===== config.mk =====
export PLATFORM = sky130hd
export DESIGN_NAME = fir_convolution_filter
export DESIGN_NICKNAME = d
export VERILOG_FILES = /design/src/fcf_pkg.sv /design/src/fcf_taps.sv /design/src/fcf_mac.sv /design/src/fcf_div.sv /design/src/fir_convolution_filter.sv
export VERILOG_INCLUDE_DIRS = /design/src /design/src/src
export SDC_FILE = /design/constraint.sdc
export NUM_CORES = 2
export LEC_CHECK = 0
export ABC_AREA = 0
export BUFFER_PORTS_ARGS = -buffer_cell sky130_fd_sc_hd__buf_2
export CAP_MARGIN = 30
export CORE_ASPECT_RATIO = 1.75
export CORE_MARGIN = 2
export CORE_UTILIZATION = 40
export DETAILED_ROUTE_END_ITERATION = 12
export PLACE_DENSITY = 0.62
export SLEW_MARGIN = 20
export SYNTH_ARGS = -nofsm -noshare
export SYNTH_HDL_FRONTEND = slang
export SYNTH_SLANG_ARGS = --single-unit
export TNS_END_PERCENT = 20

===== constraint.sdc =====
create_clock -name clk_i -period 6.5 [get_ports clk_i]
set_clock_uncertainty 0.1 [all_clocks]
set_input_delay 1.3 -clock clk_i [delete_from_list [all_inputs] [get_ports clk_i]]
set_output_delay 1.3 -clock clk_i [all_outputs]
set_load 0.02 [all_outputs]

===== src/fir_convolution_filter_defines.svh =====
// ----------------------------------------------------------------------------
// FIR convolution filter assertion macros
// Concurrent assertion helpers used by the filter's top level.
// ----------------------------------------------------------------------------
`ifndef FIR_CONVOLUTION_FILTER_DEFINES_SVH
`define FIR_CONVOLUTION_FILTER_DEFINES_SVH

`ifndef SYNTHESIS

`define FCF_ASSERT_IMPLIES(lbl, clk, rst_n, ante, cons) \
  lbl: assert property (@(posedge clk) disable iff (!rst_n) (ante) |-> (cons)) \
    else $error("assertion failed");

`define FCF_ASSERT_NEXT(lbl, clk, rst_n, ante, cons) \
  lbl: assert property (@(posedge clk) disable iff (!rst_n) (ante) |=> (cons)) \
    else $error("assertion failed");

`else

`define FCF_ASSERT_IMPLIES(lbl, clk, rst_n, ante, cons)

`define FCF_ASSERT_NEXT(lbl, clk, rst_n, ante, cons)

`endif

`endif


===== src/fcf_pkg.sv =====
// ----------------------------------------------------------------------------
// FIR convolution filter package
// Request and response types, control groups and constants of the filter.
// ----------------------------------------------------------------------------
package fcf_pkg;

  localparam int FilterOrderDefault = 64;
  localparam int AdcMid             = 2047;
  localparam int GainDivisor        = 1056;
  localparam int DacMax             = 4095;
  localparam int SampleW            = 12;
  localparam int SmpW               = 13;
  localparam int CoefW              = 16;
  localparam int CoefIdxW           = 8;
  localparam int DacW               = 12;
  localparam int ProdW              = SmpW + CoefW;

  typedef enum logic {
    FCF_MODE_SAMPLE = 1'b0,
    FCF_MODE_COEF   = 1'b1
  } fcf_mode_e;

  typedef struct packed {
    fcf_mode_e                   mode;
    logic [SampleW-1:0]          sample;
    logic [CoefIdxW-1:0]         coef_index;
    logic signed [CoefW-1:0]     coef_value;
  } fcf_req_t;

  typedef struct packed {
    logic [DacW-1:0] dac_value;
    logic            clipped;
  } fcf_rsp_t;

  typedef struct packed {
    logic coef_we;
    logic smp_we;
    logic rd_en;
  } fcf_tap_ctrl_t;

  typedef struct packed {
    logic clear;
    logic vld;
  } fcf_mac_ctrl_t;

endpackage


===== src/fcf_taps.sv =====
// ----------------------------------------------------------------------------
// FIR tap storage
// Coefficient memory and circular delay-line memory with registered reads.
// ----------------------------------------------------------------------------
module fcf_taps #(
  parameter int FILTER_ORDER = fcf_pkg::FilterOrderDefault
) (
  input  logic                               clk_i,
  input  logic                               rst_ni,
  input  fcf_pkg::fcf_tap_ctrl_t             ctrl_i,
  input  logic [$clog2(FILTER_ORDER+1)-1:0]  coef_idx_i,
  input  logic signed [fcf_pkg::CoefW-1:0]   coef_val_i,
  input  logic signed [fcf_pkg::SmpW-1:0]    smp_i,
  input  logic [$clog2(FILTER_ORDER+1)-1:0]  k_i,
  output logic                               rd_vld_o,
  output logic signed [fcf_pkg::CoefW-1:0]   coef_o,
  output logic signed [fcf_pkg::SmpW-1:0]    smp_o
);
  import fcf_pkg::*;

  localparam int TapCount = FILTER_ORDER + 1;
  localparam int IdxW     = $clog2(TapCount);
  localparam int FillW    = $clog2(TapCount + 1);

  logic signed [CoefW-1:0] coef_mem [TapCount];
  logic signed [SmpW-1:0]  dl_mem   [TapCount];

  logic [TapCount-1:0]     coef_vld_q;
  logic [IdxW-1:0]         wp_q, wp_nxt;
  logic [IdxW-1:0]         rd_ptr_q;
  logic [FillW-1:0]        fill_q;
  logic                    rd_vld_q;
  logic                    coef_ok_q, smp_ok_q;
  logic signed [CoefW-1:0] coef_rd_q;
  logic signed [SmpW-1:0]  smp_rd_q;

  assign wp_nxt = (wp_q == IdxW'(TapCount - 1)) ? '0 : wp_q + 1'b1;

  always_ff @(posedge clk_i) begin
    if (ctrl_i.coef_we) begin
      coef_mem[coef_idx_i] <= coef_val_i;
    end
    if (ctrl_i.smp_we) begin
      dl_mem[wp_nxt] <= smp_i;
    end
    if (ctrl_i.rd_en) begin
      coef_rd_q <= coef_mem[k_i];
      smp_rd_q  <= dl_mem[rd_ptr_q];
    end
  end

  always_ff @(posedge clk_i or negedge rst_ni) begin
    if (!rst_ni) begin
      coef_vld_q <= '0;
      wp_q       <= '0;
      rd_ptr_q   <= '0;
      fill_q     <= '0;
      rd_vld_q   <= 1'b0;
      coef_ok_q  <= 1'b0;
      smp_ok_q   <= 1'b0;
    end else begin
      rd_vld_q <= ctrl_i.rd_en;
      if (ctrl_i.coef_we) begin
        coef_vld_q[coef_idx_i] <= 1'b1;
      end
      if (ctrl_i.smp_we) begin
        wp_q     <= wp_nxt;
        rd_ptr_q <= wp_nxt;
        if (fill_q != FillW'(TapCount)) begin
          fill_q <= fill_q + 1'b1;
        end
      end else if (ctrl_i.rd_en) begin
        rd_ptr_q <= (rd_ptr_q == '0) ? IdxW'(TapCount - 1) : rd_ptr_q - 1'b1;
      end
      if (ctrl_i.rd_en) begin
        coef_ok_q <= coef_vld_q[k_i];
        smp_ok_q  <= (FillW'(k_i) < fill_q);
      end
    end
  end

  assign rd_vld_o = rd_vld_q;
  assign coef_o   = coef_ok_q ? coef_rd_q : '0;
  assign smp_o    = smp_ok_q ? smp_rd_q : '0;

endmodule


===== src/fcf_mac.sv =====
// ----------------------------------------------------------------------------
// FIR multiply-accumulate unit
// One registered signed multiplier feeding a wide accumulator.
// ----------------------------------------------------------------------------
module fcf_mac #(
  parameter int FILTER_ORDER = fcf_pkg::FilterOrderDefault
) (
  input  logic                                                     clk_i,
  input  logic                                                     rst_ni,
  input  fcf_pkg::fcf_mac_ctrl_t                                   ctrl_i,
  input  logic signed [fcf_pkg::CoefW-1:0]                         coef_i,
  input  logic signed [fcf_pkg::SmpW-1:0]                          smp_i,
  output logic                                                     prod_vld_o,
  output logic signed [fcf_pkg::ProdW+$clog2(FILTER_ORDER+1)-1:0]  acc_o
);
  import fcf_pkg::*;

  localparam int AccW = ProdW + $clog2(FILTER_ORDER + 1);

  logic signed [ProdW-1:0] prod_q;
  logic                    prod_vld_q;
  logic signed [AccW-1:0]  acc_q;

  always_ff @(posedge clk_i) begin
    if (ctrl_i.vld) begin
      prod_q <= ProdW'(coef_i) * ProdW'(smp_i);
    end
  end

  always_ff @(posedge clk_i or negedge rst_ni) begin
    if (!rst_ni) begin
      prod_vld_q <= 1'b0;
      acc_q      <= '0;
    end else begin
      prod_vld_q <= ctrl_i.vld;
      if (ctrl_i.clear) begin
        acc_q <= '0;
      end else if (prod_vld_q) begin
        acc_q <= acc_q + {{(AccW - ProdW){prod_q[ProdW-1]}}, prod_q};
      end
    end
  end

  assign prod_vld_o = prod_vld_q;
  assign acc_o      = acc_q;

endmodule


===== src/fcf_div.sv =====
// ----------------------------------------------------------------------------
// FIR output scaler
// Reciprocal-multiply division by the gain divisor, offset and saturation.
// ----------------------------------------------------------------------------
module fcf_div #(
  parameter int FILTER_ORDER = fcf_pkg::FilterOrderDefault
) (
  input  logic                                                     clk_i,
  input  logic                                                     rst_ni,
  input  logic                                                     start_i,
  input  logic signed [fcf_pkg::ProdW+$clog2(FILTER_ORDER+1)-1:0]  acc_i,
  output logic                                                     done_o,
  output fcf_pkg::fcf_rsp_t                                        rsp_o
);
  import fcf_pkg::*;

  // The divisor is 32 * 33: the magnitude is shifted by five and then
  // multiplied by a scaled reciprocal of 33, which is exact for every
  // magnitude below the saturation limit.
  localparam int AccW       = ProdW + $clog2(FILTER_ORDER + 1);
  localparam int DivShift   = 5;
  localparam int OddDiv     = GainDivisor >> DivShift;
  localparam int MagW       = 17;
  localparam int RecipW     = 18;
  localparam int RecipShift = 23;
  localparam int ProdRW     = MagW + RecipW;
  localparam int Recip      = ((1 << RecipShift) + OddDiv - 1) / OddDiv;
  localparam int QuoLimit   = (DacMax - AdcMid + 1) * GainDivisor;

  localparam logic [RecipW-1:0] RecipVal = RecipW'(Recip);

  logic              s1_q, fin_q, done_q;
  logic [AccW-1:0]   mag_q;
  logic              neg_q, over_q;
  logic [ProdRW-1:0] prod_q;
  logic [DacW-1:0]   quo;
  fcf_rsp_t          rsp_q, rsp_d;

  assign quo = over_q ? '1 : prod_q[RecipShift +: DacW];

  always_comb begin
    rsp_d = '0;
    if (neg_q) begin
      if (quo > DacW'(AdcMid)) begin
        rsp_d.clipped = 1'b1;
      end else begin
        rsp_d.dac_value = DacW'(AdcMid) - quo;
      end
    end else begin
      if (quo > DacW'(DacMax - AdcMid)) begin
        rsp_d.dac_value = DacW'(DacMax);
        rsp_d.clipped   = 1'b1;
      end else begin
        rsp_d.dac_value = DacW'(AdcMid) + quo;
      end
    end
  end

  always_ff @(posedge clk_i) begin
    if (start_i) begin
      mag_q <= acc_i[AccW-1] ? $unsigned(-acc_i) : $unsigned(acc_i);
      neg_q <= acc_i[AccW-1];
    end
    if (s1_q) begin
      prod_q <= mag_q[DivShift +: MagW] * RecipVal;
      over_q <= (mag_q >= AccW'(QuoLimit));
    end
    if (fin_q) begin
      rsp_q <= rsp_d;
    end
  end

  always_ff @(posedge clk_i or negedge rst_ni) begin
    if (!rst_ni) begin
      s1_q   <= 1'b0;
      fin_q  <= 1'b0;
      done_q <= 1'b0;
    end else begin
      s1_q   <= start_i;
      fin_q  <= s1_q;
      done_q <= fin_q;
    end
  end

  assign done_o = done_q;
  assign rsp_o  = rsp_q;

endmodule


===== src/fir_convolution_filter.sv =====
// ----------------------------------------------------------------------------
// FIR convolution filter
// Direct-form FIR filter from a 12-bit converter input to a 12-bit output.
// ----------------------------------------------------------------------------
// A coefficient request (mode 1) stores one tap weight; writes beyond the
// filter order are dropped. A sample request is processed in steps: it is
// taken, each tap in turn passes through the single multiplier and
// accumulator, the read and multiply stages are emptied and the scaler is
// started, the scaler divides by 1056 with a reciprocal multiply, and the
// result passes to the output register. The input stalls while a sample is
// processed, and longer if the previous result is still held under an output
// stall; a finished result waits in the output register, so a new request
// can be taken before it is collected.
`include "fir_convolution_filter_defines.svh"

module fir_convolution_filter #(
  parameter int FILTER_ORDER = fcf_pkg::FilterOrderDefault
) (
  input  logic              clk_i,
  input  logic              rst_ni,
  input  logic              in_valid_i,
  output logic              in_stall_o,
  input  fcf_pkg::fcf_req_t in_req_i,
  output logic              out_valid_o,
  input  logic              out_stall_i,
  output fcf_pkg::fcf_rsp_t out_rsp_o
);
  import fcf_pkg::*;

  localparam int TapCount = FILTER_ORDER + 1;
  localparam int IdxW     = $clog2(TapCount);
  localparam int AccW     = ProdW + IdxW;

  typedef enum logic [2:0] {
    ST_IDLE,
    ST_RUN,
    ST_DRAIN,
    ST_DIV,
    ST_HOLD
  } state_e;

  state_e          state_q, state_d;
  logic [IdxW-1:0] k_q, k_d;
  logic            out_valid_q, out_valid_d;
  fcf_rsp_t        out_rsp_q, out_rsp_d;

  logic                    in_acc;
  logic                    div_start, div_done, out_load;
  fcf_tap_ctrl_t           tap_ctrl;
  fcf_mac_ctrl_t           mac_ctrl;
  logic                    tap_rd_vld, prod_vld;
  logic signed [CoefW-1:0] tap_coef;
  logic signed [SmpW-1:0]  tap_smp, centered;
  logic signed [AccW-1:0]  acc;
  fcf_rsp_t                div_rsp;

  assign in_stall_o = (state_q != ST_IDLE);
  assign in_acc     = in_valid_i && (state_q == ST_IDLE);
  assign centered   = SmpW'({1'b0, in_req_i.sample}) - SmpW'(AdcMid);

  always_comb begin
    tap_ctrl.coef_we = in_acc && (in_req_i.mode == FCF_MODE_COEF) &&
                       (in_req_i.coef_index <= CoefIdxW'(FILTER_ORDER));
    tap_ctrl.smp_we  = in_acc && (in_req_i.mode == FCF_MODE_SAMPLE);
    tap_ctrl.rd_en   = (state_q == ST_RUN);
    mac_ctrl.clear   = tap_ctrl.smp_we;
    mac_ctrl.vld     = tap_rd_vld;
  end

  assign div_start = (state_q == ST_DRAIN) && !tap_rd_vld && !prod_vld;
  assign out_load  = (state_q == ST_HOLD) && (!out_valid_q || !out_stall_i);

  fcf_taps #(
    .FILTER_ORDER(FILTER_ORDER)
  ) u_taps (
    .clk_i     (clk_i),
    .rst_ni    (rst_ni),
    .ctrl_i    (tap_ctrl),
    .coef_idx_i(in_req_i.coef_index[IdxW-1:0]),
    .coef_val_i(in_req_i.coef_value),
    .smp_i     (centered),
    .k_i       (k_q),
    .rd_vld_o  (tap_rd_vld),
    .coef_o    (tap_coef),
    .smp_o     (tap_smp)
  );

  fcf_mac #(
    .FILTER_ORDER(FILTER_ORDER)
  ) u_mac (
    .clk_i     (clk_i),
    .rst_ni    (rst_ni),
    .ctrl_i    (mac_ctrl),
    .coef_i    (tap_coef),
    .smp_i     (tap_smp),
    .prod_vld_o(prod_vld),
    .acc_o     (acc)
  );

  fcf_div #(
    .FILTER_ORDER(FILTER_ORDER)
  ) u_div (
    .clk_i  (clk_i),
    .rst_ni (rst_ni),
    .start_i(div_start),
    .acc_i  (acc),
    .done_o (div_done),
    .rsp_o  (div_rsp)
  );

  always_comb begin
    state_d     = state_q;
    k_d         = k_q;
    out_valid_d = out_valid_q && out_stall_i;
    out_rsp_d   = out_rsp_q;
    case (state_q)
      ST_IDLE: begin
        if (tap_ctrl.smp_we) begin
          state_d = ST_RUN;
          k_d     = '0;
        end
      end
      ST_RUN: begin
        if (k_q == IdxW'(TapCount - 1)) begin
          state_d = ST_DRAIN;
        end else begin
          k_d = k_q + 1'b1;
        end
      end
      ST_DRAIN: begin
        if (div_start) begin
          state_d = ST_DIV;
        end
      end
      ST_DIV: begin
        if (div_done) begin
          state_d = ST_HOLD;
        end
      end
      ST_HOLD: begin
        if (out_load) begin
          state_d     = ST_IDLE;
          out_valid_d = 1'b1;
          out_rsp_d   = div_rsp;
        end
      end
      default: begin
        state_d = ST_IDLE;
      end
    endcase
  end

  always_ff @(posedge clk_i or negedge rst_ni) begin
    if (!rst_ni) begin
      state_q     <= ST_IDLE;
      k_q         <= '0;
      out_valid_q <= 1'b0;
      out_rsp_q   <= '0;
    end else begin
      state_q     <= state_d;
      k_q         <= k_d;
      out_valid_q <= out_valid_d;
      out_rsp_q   <= out_rsp_d;
    end
  end

  assign out_valid_o = out_valid_q;
  assign out_rsp_o   = out_rsp_q;

  `FCF_ASSERT_NEXT(a_sample_busy, clk_i, rst_ni,
    in_valid_i && !in_stall_o && (in_req_i.mode == FCF_MODE_SAMPLE), in_stall_o)
  `FCF_ASSERT_IMPLIES(a_clip_at_rail, clk_i, rst_ni, out_valid_o && out_rsp_o.clipped,
    (out_rsp_o.dac_value == '0) || (out_rsp_o.dac_value == DacW'(DacMax)))
  `FCF_ASSERT_IMPLIES(a_idle_pipe_empty, clk_i, rst_ni, state_q == ST_IDLE,
    !tap_rd_vld && !prod_vld)

endmodule

# Word-level counts from Yosys, hierarchy flattened
# Memories as Yosys holds them, arrays and structs flattened. A register that Yosys moved wholly into a read port is not among the register bits.
# Cells that the tools add are included.
[classes]
addsub = 9
mul = 2
n_lt_le_gt_ge = 8
eq_ne = 13
n_mux = 34
n_bitwise = 2
reduce_logical = 24
[ops]
columns = ["op", "count"]
rows = [
  ["2-to-1 mux 36 bit", 2],
  ["OR 65 bit", 1],
  ["2-to-1 mux 7 bit", 6],
  ["adder 36 bit", 1],
  [">= comparator 36 x 22 -> 1 bit, second input constant", 1],
  ["2-to-1 mux 12 bit", 3],
  ["negation 36 bit", 1],
  ["multiplier 17 x 18 -> 35 bit, second input constant", 1],
  ["2-to-1 mux 35 bit", 1],
  ["multiplier 16 x 13 -> 29 bit", 1],
  ["2-to-1 mux 13 bit", 2],
  ["adder 7 x 1 -> 7 bit, second input constant", 3],
  ["< comparator 7 x 8 -> 1 bit, second input constant", 2],
  ["2-to-1 mux 16 bit", 1],
  ["2-to-1 mux 3 bit", 5],
  ["case mux 3 bit (5 select lines)", 1],
  ["== test 7 bit, second input constant", 2],
  ["case mux 7 bit (2 select lines)", 1],
  ["subtractor 12 x 11 -> 13 bit, second input constant", 1],
  ["adder 11 x 12 -> 12 bit, first input constant", 1],
  ["> comparator 12 x 11 -> 1 bit, second input constant", 1],
  ["> comparator 12 bit, second input constant", 1],
  ["subtractor 11 x 12 -> 12 bit, first input constant", 1],
  ["2-to-1 mux 1 bit", 10],
  ["other kinds (23)", 42],
]
[word_totals]
register_bits = 268
mem_bits_rw = 1885
inputBits = 41
output_inout_bits = 15
word_cells = 119
n_memories = 2
[mem_list]
columns = ["name", "depth", "word_bits", "read_ports", "rd_ports_with_merged_regs", "wr", "line_no", "source"]
rows = [
  ["u_taps.coef_mem", 65, 16, 1, 1, 1, "fcf_taps.sv:25", "logic signed [CoefW-1:0] coef_mem [TapCount];"],
  ["u_taps.dl_mem", 65, 13, 1, 1, 1, "fcf_taps.sv:26", "logic signed [SmpW-1:0] dl_mem [TapCount];"],
]

# Longest topological paths before layout
[depth]
word_depth = 6
mapped_depth = 26
ltp_nobuf = 24

# Hierarchy
# A second synthesis with hierarchy kept.
[hier_totals]
cells_unflattened = 5857
hier_area_um2 = 98403.1
[by_module_without_submodules]
columns = ["mod", "n_inst", "cells_each", "area_each_um2", "seq_area_each_um2"]
rows = [
  ["fcf_taps", 1, 3723, 77722.0, 59702.3],
  ["fcf_mac", 1, 1220, 11524.8, 1796.7],
  ["fcf_div", 1, 777, 7786.2, 1816.7],
  ["fir_convolution_filter", 1, 137, 1370.1, 600.6],
]

# Worst setup path after synthesis
# No wires, ideal clock.
[synth_path]
path_kind = "register to register"
startpoint = "register u_taps.smp_ok_q"
endpoint = "register u_mac.prod_q[25] (data pin)"
setup_time_ps = 158
t_arrival_ps = 6043
required_ps = 6242
path_slack_ps = 199
path_stages_with_launch = 23
path_buffers = 3
path_cell_list = "dfrtp_1 -> clkbuf_1 -> and2_1 -> clkbuf_1 -> nand2_1 -> fa_1 -> fa_1 -> inv_1 -> fa_1 -> fa_1 -> fa_1 -> ha_1 -> ha_1 -> clkbuf_1 -> a21oi_1 -> o21bai_1 -> a21oi_1 -> o221ai_1 -> and3_1 -> a21oi_1 -> a31o_2 -> or4b_2 -> o211ai_1"
[synth_between]
elab_chain_cells = 2
[synth_rtl]
columns = ["element", "line_no", "source"]
rows = [
  ["start, declared", "fcf_taps.sv:33", "logic coef_ok_q, smp_ok_q;"],
  ["start signal, assigned", "fcf_taps.sv:77", "smp_ok_q <= (FillW'(k_i) < fill_q);"],
  ["2-to-1 mux 13 bit", "fcf_taps.sv:84", "assign smp_o = smp_ok_q ? smp_rd_q : '0;"],
  ["multiplier 16 x 13 -> 29 bit", "fcf_mac.sv:26", "prod_q <= ProdW'(coef_i) * ProdW'(smp_i);"],
  ["end signal, assigned", "fcf_mac.sv:26", ""],
  ["end, declared", "fcf_mac.sv:20", "logic signed [ProdW-1:0] prod_q;"],
]
# Every way passes these cells.
# A chain may end at the register's enable or synchronous reset.

# Worst setup path after layout
[layout_path]
startpoint = "register u_taps.coef_ok_q"
endpoint = "register u_mac.prod_q[25] (data pin)"
[layout_between]
elab_chain_cells = 2
[layout_rtl]
columns = ["element", "line_no", "source"]
rows = [
  ["start, declared", "fcf_taps.sv:33", ""],
  ["start signal, assigned", "fcf_taps.sv:76", "coef_ok_q <= coef_vld_q[k_i];"],
  ["2-to-1 mux 16 bit", "fcf_taps.sv:83", "assign coef_o = coef_ok_q ? coef_rd_q : '0;"],
  ["multiplier 16 x 13 -> 29 bit", "fcf_mac.sv:26", ""],
]
# Every way passes these cells.

==> results.txt <==
Status = complete, no violations
NetSw = 21.80 mW
Most frequent cells in the layout = edfxtp_1 (2001), mux4_2 (592), inv_1 (389)
Slew Viols, Final = 0
First-pass DRT Iterations = 7
Die height = 656.0 um
Final wirelength = 228.8 mm
Core area = 241900 um2
Comb power frac = 49.5%
Final critical-path share of the clock period = 96.25%
Routed WL per cell = 25.39 um
Reg power frac = 30.5%
Switching share of power = 37.67%
First-pass GRT wire length = 339.8 mm
Worst-margin pin slew = 1.198 ns
Max incr delay on CP = 0.60 ns
I/O Buffers = 55
Util after Layout = 45.26%
Worst R2R Setup Slack = 0.24 ns
Footprint of the multi-input gates = 31140 um2
Largest net degree at the start of global routing = 127
Worst EP required = 7.01 ns
Top FF cell, synth = edfxtp_1
CP max stage cell = or4b_2
CTS Root Cell = clkbuf_16
Final worst setup slack = 0.2438 ns
Placed Area = 103100 um2
Die area = 247000 um2
Buffer count from post-CTS setup fixing = 0
HP Class = register to register
Yosys top cell area share = 61.84%
Unrepaired setup endpoints after global routing = yes
Finished Cell Area = 109500 um2
Row count = 239
P_leak = 38.01 nW
Initial Util = 40.16%
CP Launch Type = register
I/O pin count = 56
DR vias = 48640
CTS tree = done
HPWL Detailed = 157.8 mm
Chip width = 376.6 um
GPL Wtd Cong = 0.8675
Vias per Instance = 5.399
Cell family with most CP delay = adder cells
Vias in the first global route = 52440
Syn avg cell area = 17.95 um2
Peak supply drop = 1.128 mV
Asr flop ratio synth = 7.103%
Rel. slew slack = 20.16%
Final Setup Violations = 0
Max clock buf depth = 4
Final Hold Viols = 0
Max_cap viols = 0
Synthesis-stage register bit count = 2154
Global Route Usage Sum = 18.53%
Residual DRC = 0
Int Pwr = 36.07 mW
Clock share of power = 20.0%
Insertion delay to the later sink of the worst-skew pair = 0.88 ns
Hold_ws = 0.3631 ns
CTS Buf Count = 195
Fmax = 159.8 MHz
Net Count, Synth = 5985
Syn Inst Count = 5414
Cell taking the most area after synthesis = edfxtp_1
Top cells by area, synth = edfxtp_1 (62%), mux4_2 (14%), fa_1 (5.8%)
Seq/Total Area, Yosys = 65.78%
Crit-path max FO = 15
Critical path cell sequence = buf_12 -> buf_6 -> nand2_2 -> nor2_1 -> fa_1 -> inv_1 -> fa_1 -> inv_1 -> fa_1 -> fa_1 -> fa_1 -> ha_1 -> ha_1 -> a21oi_1 -> o21bai_1 -> a21oi_1 -> o221ai_1 -> and3_1 -> a21oi_2 -> a31o_2 -> or4b_2 -> o211ai_1
Synth Warn # = 0
Htree depth = 4
Post-synth EDFFs = 2001
PwrDens = 528.5 nW/um2
Layout cells sized above 1 = 23.58%
CTS Hold Buffers Added = 0
CP Class = register to register
Clock-pin slew on the worst setup and hold paths = 0.07 ns
CP bufs+invs = 4
Antenna viol nets, final = 0
Netlist cell types = 77
Count of nets after finishing = 6288
Initial antenna violation count = 10
Iter 0 DRT Violations = 3347
Most common cell after layout, fill and taps aside = edfxtp_1
CP Data Arrival Time = 6.76 ns
Gr ovfl total = 0
Tmin final = 6.256 ns
Crit-path most repeated cell = fa_1
Fillers = 20490
CP Capture Type = register
Synthesized area = 97160 um2
DP Worst Slack = -0.03790 ns
P&R area growth vs syn = 12.69%
Clk sink count = 2154
Register area = 63950 um2
[synthesized netlist by cell type (all sizes together), types with 4 or more instances]
master     n
a41oi      4
o22ai     22
clkbuf   161
or4       11
nor2     370
o21bai     9
inv      391
o211ai    13
o21a      10
and3      10
o41ai      9
nor3b      4
nand4     24
edfxtp  2001
a211o      6
fa       282
dfrtp    153
nand2    228
mux2      44
o21ai     78
ha       248
xnor2     91
a21boi     7
o221ai    15
a211oi     6
or3       17
nor3      32
xor2      28
mux4     592
or2       70
buf       62
nand3b     8
nor2b     27
a21o      17
and2      33
a31oi     12
nor4      10
o31ai     28
mux2i     63
nand2b    13
nand3     59
a21oi    103
[final timing paths]
path,from,endpoint,depth (start not counted)
max in group asynchronous,rst_ni,k_q[3]$_DFFE_PN0P_,2
worst min-delay path,u_taps.coef_vld_q[35]$_DFFE_PN0P_,u_taps.coef_vld_q[35]$_DFFE_PN0P_,1
worst max-delay path,u_taps.coef_ok_q$_DFFE_PN0P_,u_mac.prod_q[25]$_DFFE_PP_,22
worst max register to register,u_taps.coef_ok_q$_DFFE_PN0P_,u_mac.prod_q[25]$_DFFE_PP_,22
worst min register to register,u_taps.coef_vld_q[35]$_DFFE_PN0P_,u_taps.coef_vld_q[35]$_DFFE_PN0P_,1
min in group asynchronous,rst_ni,u_div.done_o$_DFF_PN0_,1
[per-stage QoR]
stage | setup TNS (ns) | std cells | power [mW]
floorplan | 0 | 5414 | 38.75
global placement | 0 | 8639 | 46.29
detailed placement | -0.04932 | 8652 | 46.86
CTS | 0 | 9001 | 58.63
global route | -0.04306 | 9006 | 62.36
finish | 0 | 9010 | 57.87
[flip-flops by register name, indices dropped and copies added, names as in the netlist, 7 cells and up]
| signal | count |
|---|---|
| u_taps.coef_mem | 1040 |
| u_taps.coef_rd_q | 16 |
| u_mac.acc_o | 36 |
| u_taps.dl_mem | 845 |
| k_q | 7 |
| u_div.rsp_o | 13 |
| u_taps.rd_ptr_q | 7 |
| u_div.prod_q | 12 |
| u_taps.wp_q | 7 |
| u_taps.coef_vld_q | 65 |
| out_rsp_o | 13 |
| u_taps.fill_q | 7 |
| u_mac.prod_q | 29 |
| u_taps.smp_rd_q | 13 |
| u_div.mag_q | 31 |
[cell families (layout without fill, tap and decap cells)]
logic type                 after synthesis  in the layout  synth area share [%]
muxes                                  699            699                 14.88
AOI/OAI and AO/OA                      368            368                 2.462
other                                    0              8                     0
adders and majority gates              530            530                 9.004
xor gates and xnor gates               119            119                 1.073
buffers and inverters                  614           1069                 2.373
DFF                                   2154           2154                 65.78
and+or+nand+nor                        930            930                 4.423
[worst reg2reg max path: cells and delay by family (launching register included)]
family,cells,cell delay [ns]
compound gates,7,1.02
fa+ha+maj,7,3.10
buf+inv,4,0.42
flops,1,0.39
simple gates,4,1.04
[cell type report]
type | instances | share of cell area [%]
well taps | 3133 | 3.580
diodes | 8 | 0.01828
multi-input cells | 2646 | 28.44
repair buffers | 329 | 2.453
flip-flops and latches | 2154 | 58.40
clock inverters | 98 | 0.9336
clock buffers | 251 | 4.828
inverters | 391 | 1.340
[power groups by stage]
| stage | sequential, mW | clock, mW | combinational, mW |
|---|---|---|---|
| floorplan | 17.3 | 0 | 21.4 |
| global placement | 18.0 | 0 | 28.3 |
| detailed placement | 18.0 | 0 | 28.9 |
| CTS | 17.7 | 11.9 | 29.1 |
| global route | 17.7 | 12.3 | 32.3 |
| finish | 17.6 | 11.6 | 28.7 |
[layer usage]
metal / track usage, % / vias to the layer above / wire length, um
li1: - / 21450 / -
met1: 19.49 / 25660 / 77730
met2: 36.26 / 1116 / 131700
met3: 2.287 / 410 / 8428
met4: 8.132 / 6 / 10830
met5: 0 / - / 43
[timing repair]
item	in CTS	in global routing
resized for setup	4	31
setup endpoints to repair	2	13
pin swaps	0	2
(Power assumes the default switching activity.)
